$ cat config.mk
export PLATFORM = sky130hd
export DESIGN_NAME = adaptive_sample_stop_decider_unit
export DESIGN_NICKNAME = d
export VERILOG_FILES = /design/src/sv/asdd_pkg.sv /design/src/sv/adaptive_sample_stop_decider_unit.sv /design/src/sv/asdd_div.sv
export SDC_FILE = /design/constraint.sdc
export NUM_CORES = 2
export LEC_CHECK = 0
export ABC_AREA = 1
export BUFFER_PORTS_ARGS = -buffer_cell sky130_fd_sc_hd__buf_2
export CORE_MARGIN = 4
export CORE_UTILIZATION = 59
export DETAILED_ROUTE_END_ITERATION = 8
export GPL_TIMING_DRIVEN = 0
export PLACE_DENSITY = 0.81
export SYNTH_ARGS = -nofsm -noshare
export SYNTH_HDL_FRONTEND = slang
export SYNTH_SLANG_ARGS = --single-unit
$ cat constraint.sdc
create_clock -name clk -period 8.4 [get_ports clk]
set_input_delay 0.84 -clock clk [delete_from_list [all_inputs] [get_ports clk]]
set_output_delay 0.84 -clock clk [all_outputs]
set_load 0.1 [all_outputs]
$ cat src/sv/asdd_pkg.sv
package asdd_pkg;

  localparam int COUNT_BITS_DEF = 16;
  localparam int LUMA_BITS_DEF  = 32;

  localparam int DIV_DVD_W  = 64;
  localparam int DIV_DSR_W  = 32;
  localparam int DIV_STEP_W = 7;

  localparam int LIMB_W    = 32;
  localparam int NUM_LIMBS = 5;
  localparam int WIDE_W    = LIMB_W * NUM_LIMBS;

  localparam int IN_DATA_W  = 32;
  localparam int IN_USER_W  = 2;
  localparam int OUT_DATA_W = 120;

  localparam logic [15:0] MIN_SAMPLES_RST  = 16'd64;
  localparam logic [15:0] MAX_SAMPLES_RST  = 16'd2048;
  localparam logic        LIMIT_ENABLE_RST = 1'b1;
  localparam logic [15:0] MAX_ERROR_RST    = 16'd3277;
  localparam logic [15:0] QUANTILE_RST     = 16'd8028;
  localparam logic        PER_PIXEL_RST    = 1'b0;
  localparam logic [31:0] AVG_LUMA_RST     = 32'd65536;

  typedef enum logic [2:0] {
    REG_MIN_SAMPLES  = 3'd0,
    REG_MAX_SAMPLES  = 3'd1,
    REG_LIMIT_ENABLE = 3'd2,
    REG_MAX_ERROR    = 3'd3,
    REG_QUANTILE     = 3'd4,
    REG_PER_PIXEL    = 3'd5,
    REG_AVG_LUMA     = 3'd6
  } cfg_index_t;

  typedef enum logic [1:0] {
    REASON_NONE  = 2'd0,
    REASON_LIMIT = 2'd1,
    REASON_CONV  = 2'd2
  } reason_t;

  typedef enum logic [10:0] {
    ST_IDLE     = 11'b000_0000_0001,
    ST_PREP     = 11'b000_0000_0010,
    ST_DIV_MEAN = 11'b000_0000_0100,
    ST_SQ       = 11'b000_0000_1000,
    ST_ACC      = 11'b000_0001_0000,
    ST_DIV_VAR  = 11'b000_0010_0000,
    ST_DECIDE   = 11'b000_0100_0000,
    ST_MUL_LHS  = 11'b000_1000_0000,
    ST_MUL_RHS  = 11'b001_0000_0000,
    ST_CMP      = 11'b010_0000_0000,
    ST_OUT      = 11'b100_0000_0000
  } state_t;

  typedef struct packed {
    logic                  start;
    logic [DIV_STEP_W-1:0] steps;
    logic [DIV_DVD_W-1:0]  dividend;
    logic [DIV_DSR_W-1:0]  divisor;
  } div_req_t;

  typedef struct packed {
    logic                 busy;
    logic                 done;
    logic [DIV_DVD_W-1:0] quotient;
  } div_rsp_t;

endpackage

$ cat src/sv/adaptive_sample_stop_decider_unit.sv
// Channel   Direction  Handshake                      Contents
// s_axis    in         s_axis_tvalid / s_axis_tready  one luminance sample and its flags
// m_axis    out        m_axis_tvalid / m_axis_tready  stop decision and pixel statistics
// cfg       in         cfg_valid / cfg_ready          register index and write data
//
// s_axis_tready stays low while a sample is processed: the mean division,
// from the second sample of a pixel on the 64-step variance division, and,
// when it runs, the confidence test (nine factors, five limbs each).
// Reset clears the statistics and loads the register defaults; no sweep follows.
// An untaken result holds the unit in its final state; the next sample is
// accepted as soon as the result sits in the output register.
module adaptive_sample_stop_decider_unit #(
  parameter int COUNT_BITS = asdd_pkg::COUNT_BITS_DEF,
  parameter int LUMA_BITS  = asdd_pkg::LUMA_BITS_DEF
) (
  input  logic                             clk,
  input  logic                             rst,
  // s_axis_tdata: luminance [31:0]
  input  logic [asdd_pkg::IN_DATA_W-1:0]   s_axis_tdata,
  // s_axis_tuser: sample_accepted [0], first_of_pixel [1]
  input  logic [asdd_pkg::IN_USER_W-1:0]   s_axis_tuser,
  input  logic                             s_axis_tvalid,
  output logic                             s_axis_tready,
  // m_axis_tdata: done_res [0], stop_reason [2:1], sample_count [18:3],
  // mean_out [50:19], variance_out [114:51], zero padding [119:115]
  output logic [asdd_pkg::OUT_DATA_W-1:0]  m_axis_tdata,
  output logic                             m_axis_tvalid,
  input  logic                             m_axis_tready,
  input  logic                             cfg_valid,
  output logic                             cfg_ready,
  input  asdd_pkg::cfg_index_t             cfg_index,
  input  logic [31:0]                      cfg_data
);
  import asdd_pkg::*;

  localparam logic [COUNT_BITS-1:0] COUNT_MAX = {COUNT_BITS{1'b1}};

  // Configuration registers.
  logic [15:0] min_samples;
  logic [15:0] max_samples;
  logic        limit_enable;
  logic [15:0] max_error;
  logic [15:0] quantile;
  logic        per_pixel;
  logic [31:0] avg_luma;

  // Pixel statistics.
  logic [31:0]           running_mean;
  logic [63:0]           m2;
  logic [COUNT_BITS-1:0] count;

  // Working registers for the sample in flight.
  state_t              state;
  logic [31:0]         x;
  logic                ge;
  logic [31:0]         d1;
  logic [63:0]         inc;
  logic [63:0]         variance;
  reason_t             reason;
  logic [WIDE_W-1:0]   acc;
  logic [WIDE_W-1:0]   lhs;
  logic [LIMB_W-1:0]   carry;
  logic [2:0]          limb;
  logic [2:0]          fstep;

  // Result register.
  logic                out_valid;
  logic [OUT_DATA_W-1:0] out_data;

  // Shared arithmetic.
  logic [31:0] n32;
  logic [31:0] ref_val;
  logic [31:0] mean_ge;
  logic [31:0] d1_now;
  logic [31:0] q;
  logic [31:0] mean_next;
  logic [31:0] d2;
  logic [64:0] m2_sum;
  logic [63:0] m2_next;
  logic [31:0] mul_a;
  logic [31:0] mul_b;
  logic [31:0] mul_c;
  logic [63:0] prod;
  logic [31:0] factor;
  logic [WIDE_W-1:0] acc_next;
  logic        in_take;
  logic        out_load;
  logic [15:0] count_lo;

  div_req_t div_req;
  div_rsp_t div_rsp;

  asdd_div u_div (
    .clk (clk),
    .rst (rst),
    .req (div_req),
    .rsp (div_rsp)
  );

  assign cfg_ready     = 1'b1;
  assign s_axis_tready = (state == ST_IDLE);
  assign in_take       = s_axis_tvalid && s_axis_tready;
  assign out_load      = (state == ST_OUT) && (!out_valid || m_axis_tready);

  assign n32     = 32'(count);
  assign count_lo = n32[15:0];
  assign ref_val = per_pixel ? running_mean : avg_luma;

  // Distance from the mean to the sample, and the moved mean once the
  // quotient is back. The mean never crosses the sample.
  assign mean_ge   = x >= running_mean ? 32'd1 : 32'd0;
  assign d1_now    = mean_ge[0] ? (x - running_mean) : (running_mean - x);
  assign q         = div_rsp.quotient[31:0];
  assign mean_next = ge ? (running_mean + q) : (running_mean - q);
  assign d2        = ge ? (x - running_mean) : (running_mean - x);

  // The sum of squared deviations sticks at all ones rather than wrapping.
  assign m2_sum  = {1'b0, m2} + {1'b0, inc};
  assign m2_next = m2_sum[64] ? {64{1'b1}} : m2_sum[63:0];

  // The confidence test is quantile^2 * M2 * 256 against
  // (max_error * ref)^2 * n * (n - 1), each side built one factor at a time.
  always_comb begin
    factor = '0;
    if (state == ST_MUL_LHS) begin
      unique case (fstep)
        3'd0, 3'd1: factor = 32'(quantile);
        default:    factor = 32'd256;
      endcase
    end else begin
      unique case (fstep)
        3'd0, 3'd2: factor = 32'(max_error);
        3'd1, 3'd3: factor = ref_val;
        3'd4:       factor = n32;
        default:    factor = n32 - 32'd1;
      endcase
    end
  end

  always_comb begin
    mul_a = '0;
    mul_b = '0;
    mul_c = '0;
    if (state == ST_SQ) begin
      mul_a = d1;
      mul_b = d2;
    end else if (state == ST_MUL_LHS || state == ST_MUL_RHS) begin
      mul_a = acc[LIMB_W-1:0];
      mul_b = factor;
      mul_c = carry;
    end
  end

  assign prod     = mul_a * mul_b + 64'(mul_c);
  // The wide value rotates one limb per cycle past the multiplier.
  assign acc_next = {prod[LIMB_W-1:0], acc[WIDE_W-1:LIMB_W]};

  always_comb begin
    div_req = '0;
    if (state == ST_PREP) begin
      div_req.start    = 1'b1;
      div_req.steps    = DIV_STEP_W'(32);
      div_req.dividend = {d1_now, 32'd0};
      div_req.divisor  = n32;
    end else if (state == ST_ACC && n32 >= 32'd2) begin
      div_req.start    = 1'b1;
      div_req.steps    = DIV_STEP_W'(64);
      div_req.dividend = m2_next;
      div_req.divisor  = n32 - 32'd1;
    end
  end

  always_ff @(posedge clk) begin
    if (rst) begin
      min_samples  <= MIN_SAMPLES_RST;
      max_samples  <= MAX_SAMPLES_RST;
      limit_enable <= LIMIT_ENABLE_RST;
      max_error    <= MAX_ERROR_RST;
      quantile     <= QUANTILE_RST;
      per_pixel    <= PER_PIXEL_RST;
      avg_luma     <= AVG_LUMA_RST;
    end else if (cfg_valid && cfg_ready) begin
      unique case (cfg_index)
        REG_MIN_SAMPLES:  min_samples  <= cfg_data[15:0];
        REG_MAX_SAMPLES:  max_samples  <= cfg_data[15:0];
        REG_LIMIT_ENABLE: limit_enable <= cfg_data[0];
        REG_MAX_ERROR:    max_error    <= cfg_data[15:0];
        REG_QUANTILE:     quantile     <= cfg_data[15:0];
        REG_PER_PIXEL:    per_pixel    <= cfg_data[0];
        REG_AVG_LUMA:     avg_luma     <= cfg_data;
        default: ;
      endcase
    end
  end

  // Sequencer and statistics.
  always_ff @(posedge clk) begin
    if (rst) begin
      state        <= ST_IDLE;
      running_mean <= '0;
      m2           <= '0;
      count        <= '0;
      out_valid    <= 1'b0;
    end else begin
      if (out_valid && m_axis_tready) begin
        out_valid <= 1'b0;
      end
      unique case (state)
        ST_IDLE: begin
          if (in_take) begin
            if (s_axis_tuser[1]) begin
              running_mean <= '0;
              m2           <= '0;
              count        <= COUNT_BITS'(1);
            end else if (count != COUNT_MAX) begin
              count <= count + COUNT_BITS'(1);
            end
            state <= ST_PREP;
          end
        end
        ST_PREP: begin
          state <= ST_DIV_MEAN;
        end
        ST_DIV_MEAN: begin
          if (div_rsp.done) begin
            running_mean <= mean_next;
            state        <= ST_SQ;
          end
        end
        ST_SQ: begin
          state <= ST_ACC;
        end
        ST_ACC: begin
          m2 <= m2_next;
          if (n32 >= 32'd2) begin
            state <= ST_DIV_VAR;
          end else begin
            state <= ST_DECIDE;
          end
        end
        ST_DIV_VAR: begin
          if (div_rsp.done) begin
            state <= ST_DECIDE;
          end
        end
        ST_DECIDE: begin
          if (limit_enable && n32 >= 32'(max_samples)) begin
            state <= ST_OUT;
          end else if (n32 >= 32'(min_samples)) begin
            state <= ST_MUL_LHS;
          end else begin
            state <= ST_OUT;
          end
        end
        ST_MUL_LHS: begin
          if (limb == 3'(NUM_LIMBS - 1) && fstep == 3'd2) begin
            state <= ST_MUL_RHS;
          end
        end
        ST_MUL_RHS: begin
          if (limb == 3'(NUM_LIMBS - 1) && fstep == 3'd5) begin
            state <= ST_CMP;
          end
        end
        ST_CMP: begin
          state <= ST_OUT;
        end
        ST_OUT: begin
          if (out_load) begin
            out_valid <= 1'b1;
            state     <= ST_IDLE;
          end
        end
        default: begin
          state <= ST_IDLE;
        end
      endcase
    end
  end

  // Working values for the sample in flight.
  always_ff @(posedge clk) begin
    if (in_take) begin
      x <= s_axis_tuser[0] ? 32'(s_axis_tdata[LUMA_BITS-1:0]) : 32'd0;
    end
    if (state == ST_PREP) begin
      ge <= mean_ge[0];
      d1 <= d1_now;
    end
    if (state == ST_SQ) begin
      inc <= prod;
    end
    if (state == ST_ACC) begin
      variance <= '0;
    end
    if (state == ST_DIV_VAR && div_rsp.done) begin
      variance <= div_rsp.quotient;
    end
    if (state == ST_DECIDE) begin
      reason <= REASON_NONE;
      if (limit_enable && n32 >= 32'(max_samples)) begin
        reason <= REASON_LIMIT;
      end
      acc   <= WIDE_W'(m2);
      carry <= '0;
      limb  <= '0;
      fstep <= '0;
    end
    if (state == ST_MUL_LHS || state == ST_MUL_RHS) begin
      acc   <= acc_next;
      carry <= prod[63:LIMB_W];
      limb  <= limb + 3'd1;
      if (limb == 3'(NUM_LIMBS - 1)) begin
        // Carry out of the top limb is dropped; neither side can reach it.
        limb  <= '0;
        carry <= '0;
        fstep <= fstep + 3'd1;
        if (state == ST_MUL_LHS && fstep == 3'd2) begin
          lhs   <= acc_next;
          acc   <= WIDE_W'(1);
          fstep <= '0;
        end
      end
    end
    if (state == ST_CMP) begin
      reason <= (lhs <= acc) ? REASON_CONV : REASON_NONE;
    end
    if (out_load) begin
      out_data <= {5'd0, variance, running_mean, count_lo, reason,
                   (reason != REASON_NONE)};
    end
  end

  assign m_axis_tvalid = out_valid;
  assign m_axis_tdata  = out_data;

  // The divider is always idle when a new sample may be taken.
  a_div_idle_at_ready: assert property (@(posedge clk) disable iff (rst)
    s_axis_tready |-> !div_rsp.busy)
    else $error("divider busy while the unit is ready for a sample");

  // Once a sample is in flight the pixel has at least one sample.
  a_count_nonzero: assert property (@(posedge clk) disable iff (rst)
    (state != ST_IDLE) |-> (count != '0))
    else $error("sample count is zero during processing");

  // The moved mean stays on the old mean's side of the sample.
  a_mean_bounded: assert property (@(posedge clk) disable iff (rst)
    (state == ST_SQ) |-> (ge ? (running_mean <= x) : (running_mean >= x)))
    else $error("running mean overshot the sample");

  // A stop reason of limit can only follow the limit compare.
  a_limit_reason: assert property (@(posedge clk) disable iff (rst)
    (state == ST_OUT && reason == REASON_LIMIT) |->
      (limit_enable && n32 >= 32'(max_samples)))
    else $error("limit reason without the sample limit reached");

endmodule

$ cat src/sv/asdd_div.sv
module asdd_div (
  input  logic                clk,
  input  logic                rst,
  input  asdd_pkg::div_req_t  req,
  output asdd_pkg::div_rsp_t  rsp
);
  import asdd_pkg::*;

  logic                  busy;
  logic                  done;
  logic [DIV_STEP_W-1:0] cnt;
  logic [DIV_DVD_W-1:0]  dvd;
  logic [DIV_DVD_W-1:0]  quo;
  logic [DIV_DSR_W-1:0]  rem;
  logic [DIV_DSR_W-1:0]  dsr;
  logic [DIV_DSR_W:0]    trial;
  logic [DIV_DSR_W:0]    diff;
  logic                  fits;

  // One quotient bit per cycle, taken from the top of the shifting dividend.
  assign trial = {rem, dvd[DIV_DVD_W-1]};
  assign diff  = trial - {1'b0, dsr};
  assign fits  = trial >= {1'b0, dsr};

  always_ff @(posedge clk) begin
    if (rst) begin
      busy <= 1'b0;
      done <= 1'b0;
      cnt  <= '0;
    end else begin
      done <= 1'b0;
      if (req.start) begin
        busy <= 1'b1;
        cnt  <= req.steps;
      end else if (busy) begin
        cnt <= cnt - DIV_STEP_W'(1);
        if (cnt == DIV_STEP_W'(1)) begin
          busy <= 1'b0;
          done <= 1'b1;
        end
      end
    end
  end

  always_ff @(posedge clk) begin
    if (req.start) begin
      dvd <= req.dividend;
      dsr <= req.divisor;
      rem <= '0;
      quo <= '0;
    end else if (busy) begin
      rem <= fits ? diff[DIV_DSR_W-1:0] : trial[DIV_DSR_W-1:0];
      dvd <= {dvd[DIV_DVD_W-2:0], 1'b0};
      quo <= {quo[DIV_DVD_W-2:0], fits};
    end
  end

  assign rsp.busy     = busy;
  assign rsp.done     = done;
  assign rsp.quotient = quo;

endmodule

==> out/metrics.sh <==
STATUS='complete, but fails checks'
FAILING_CHECKS='design-rule violations, max-capacitance violations, max-slew violations, negative setup slack'
MAX-CLOCK-PATH-BUFFERS=3
CLOCK_LATENCY_NS=0.82
POST_SYNTH.CELL_AREA_AVG_UM2=8.12
PIN_COUNT_OF_THE_BIGGEST_NET_ENTERING_GLOBAL_ROUTING=74
NUMPORTBUFFERS=190
CRITPATHREQUIREDTIME_NS=9.00
NETLIST_AREA_MM2=0.0965
FINAL.PERIOD_UTILIZATION_PCT=109
MULTI_INPUT_AREA_MM2=0.0617
AREA_DELTA_SYNTH_FINAL_PCT=18.3
HOLD_PATH_CLASS='primary input to flip-flop'
PLACED_CELLS=14300
P_LEAK_nW=53.4
STD_CELL_ROWS=148
SYNTH_LARGEST_AREA_CELL='sky130_fd_sc_hd__edfxtp_1'
DETAIL_ROUTE.VIAS_PER_CELL=5.95
FINALWORSTPATHREQUIREDPERIOD_NS=9.17
CTS.HTREE.LEVELS=3
POST-DP-HPWL_UM=302000
POST_ROUTE_CELLS_DRIVE_ABOVE_1_SHARE_PCT=17.8
GRT_PASS1_VIAS=86800
TIMING.CRITICAL_PATH.FROM_TYPE='flip-flop'
TIMING.FINAL.HOLD_VIOLATIONS=0
FLOORPLAN.DIE_AREA_MM2=0.170
NUM-FILL-CELLS=12700
TOTAL_POWER_mW=17.9
GP_CONGESTION=1.16
GLOBAL_ROUTE.USAGE.TOTAL_PCT=44.5
FINAL_CORE_UTILIZATION_PCT=70.2
POSTSYNTHCELLCOUNT=11900
GLOBALROUTE.BUSIESTLAYER='met2'
ROUTE.ANTENNA.REMAINING_NETS=0
POWER_DENSITY_mW_PER_MM2=157
ENDPOINT_KIND='flip-flop'
FLIP_FLOP_AND_LATCH_COUNT_AFTER_SYNTHESIS=1076
INITIAL_STANDARD_CELL_UTILIZATION_OF_THE_CORE_PCT=59.3
CLOCK_SKEW_NS=0.106
PLACED_AREA_MM2=0.100
INSTANCES_NO_FILL=14900
YOSYS_WARNINGS=0
SLOWEST_STAGE='sky130_fd_sc_hd__fa_2'
REMAINING_DRC_ERRORS=11
SLEW_VIOL_FINAL=11
MOSTFREQUENTLAYOUTCELLS='sky130_fd_sc_hd__nand2_1, sky130_fd_sc_hd__inv_1, sky130_fd_sc_hd__nor2_1'
DRT_FIRST_ITER_VIOLATIONS=11900
LAYOUT.CELLS.MOST_COMMON='sky130_fd_sc_hd__nand2_1'
FIN_WORST_HOLD_SLACK_NS=0.297
FINAL_CELL_AREA_MM2=0.114
MAX_SLEW.WORST_PIN.SLEW_NS=1.57
ASYNC_RESET_FF_SHARE_PCT=0
CHIPHEIGHT_UM=412
SHARE_OF_THE_SYNTHESIZED_AREA_IN_THE_TOP_CELL_TYPE_PCT=23.2
WORST-PATH-MAX-FANOUT=10
GRTUSAGEMET1_PCT=56.3
SEQUENTIAL_CELL_AREA_MM2=0.0291
FINAL_NETS=14200
GRT_PASS1_WL_UM=554000
CLOCKROOTBUFFER='sky130_fd_sc_hd__clkbuf_16'
POST-ROUTE-WORST-SETUP-SLACK_NS=-0.769
YOSYSSEQAREASHARE_PCT=30.1
CTS.SINK_COUNT=1076
FLOORPLAN.DIE.WIDTH_UM=412
DETAIL_ROUTE.WL_PER_CELL_UM=25.9
CRITICAL_PATH.MAX_STAGE_DELAY_NS=0.71
IO-PIN-COUNT=197
SETUP_VIOL_COUNT_FINAL=116
DRTPASS1ITERATIONS=9
SYNTHFLOPTYPE='sky130_fd_sc_hd__edfxtp_1'
YS_TOP_CELLS_BY_AREA='sky130_fd_sc_hd__edfxtp_1, sky130_fd_sc_hd__fa_1, sky130_fd_sc_hd__nand2_1'
POWER.IR.VDD_WORST_mV=0.209
SYNTH_ENABLE_FLOP_CELLS=746
CTS.REPORTEDPATHS.CLKPINSLEW_NS=0.07
CORE_MM2=0.163
CRITICAL_PATH_ARRIVAL_NS=9.77
CAP_VIOL_MAX_COUNT=1
TIMING_WORST_SETUP_PATH_TYPE='flip-flop to flip-flop'
TIMING.FMAX_GHz=0.109
CRITICAL_PATH.MOST_COMMON_CELL='sky130_fd_sc_hd__fa_1'
GROUTE.LAYER.MET3.USAGE_PCT=15.5
SLEW-LIMIT-HEADROOM_PCT=-4.41
ROUTE.FINAL.WIRE_LENGTH_UM=384000
VIA_COUNT=88400
CTS-BUFFERS-INSERTED=110
GRT_ANTENNA_BEFORE_REPAIR=15
CTS_TREE='built'
GRT_SETUP_UNREPAIRED='true'
GRTUSAGEMET2_PCT=64.4
YOSYS.CELL_TYPES.COUNT=72
GRT_OVERFLOW=0
stage by stage:
stage	setup slack (ns)	setup TNS, ns
global placement	-3.34	-845.48
finish	-0.769	-58.02
detailed placement	-2.38	-220.40
CTS	-0.460	-25.59
floorplan	0.139	0
global route	-0.847	-68.93
metal layers:
metal  routed length, um  vias to the layer above
li1                    -                    38400
met1              137000                    42400
met2              158000                     6080
met3               54300                     1576
met4               35100                       10
met5                 235                        -
layout make-up:
class / count / share of cell area (%)
inverter: 2446 / 8.16
multi-input combinational: 7978 / 54.0
tap: 2175 / 2.38
sequential: 1076 / 25.5
clock inverter: 68 / 0.821
timing repair buffer: 589 / 4.08
clock buffer: 139 / 2.55
buffer: 378 / 2.46
antenna: 9 / 0.0197
power by group:
group / switching, mW / internal, mW / leakage (nW)
clock: 2.26 / 2.96 / 1.82
sequential: 0.302 / 6.17 / 9.26
combinational: 4.23 / 1.95 / 42.3
worst max-delay path, delay by kind of cell, from the launching register on:
kind	cells	cell delay [ns]
compound gates	6	1.15
simple gates	13	1.82
fa+ha+maj	10	4.94
flops	1	0.48
buf+inv	6	0.58
state kept, by name, summed over array words and instances (netlist names), 7 cells and up:
signal / flops
carry: 32
m2: 64
acc: 160
m_axis_tdata: 115
lhs: 160
x: 32
d1: 32
state: 11
u_div.rem: 32
quantile: 16
u_div.quo: 64
variance: 64
avg_luma: 32
u_div.dvd: 64
max_samples: 16
u_div.dsr: 17
min_samples: 16
u_div.cnt: 7
inc: 64
running_mean: 32
count: 16
max_error: 16
synth_stat cells (all sizes together) (111+ instances only):
library cell,instances
a21oi,717
buf,276
clkbuf,111
dfxtp,330
edfxtp,746
fa,933
ha,657
inv,2441
nand2,2879
nand3,514
nor2,1131
o21ai,437
xor2,130
timing repair:
item,in CTS,in global routing
hold buffers,0,0
resized for setup,1174,573
gates cloned,6,3
setup endpoints to repair,133,130
setup buffers,242,142
pin swaps,366,266
worst paths after layout:
check | start | endpoint | slack, ns | depth (start not counted)
worst max-delay path | x[15] | carry[28] | -0.77 | 35
worst min-delay path | cfg_data[16] | avg_luma[16] | 0.30 | 3
worst max register to register | x[15] | carry[28] | -0.77 | 35
worst min register to register | variance[11] | m_axis_tdata[62] | 0.38 | 0
kinds of logic (layout without fill, tap and decap cells):
family	Yosys count	count (layout)	synth area share, %
simple gates	4787	4788	20.6
buf+inv	2833	3620	11.7
fa+ha+maj	1590	1590	27.9
compound gates	1414	1414	8.11
flops	1076	1076	30.1
xor+xnor	180	180	1.63
other cells	2	15	0.00779
(Power assumes the default switching activity.)
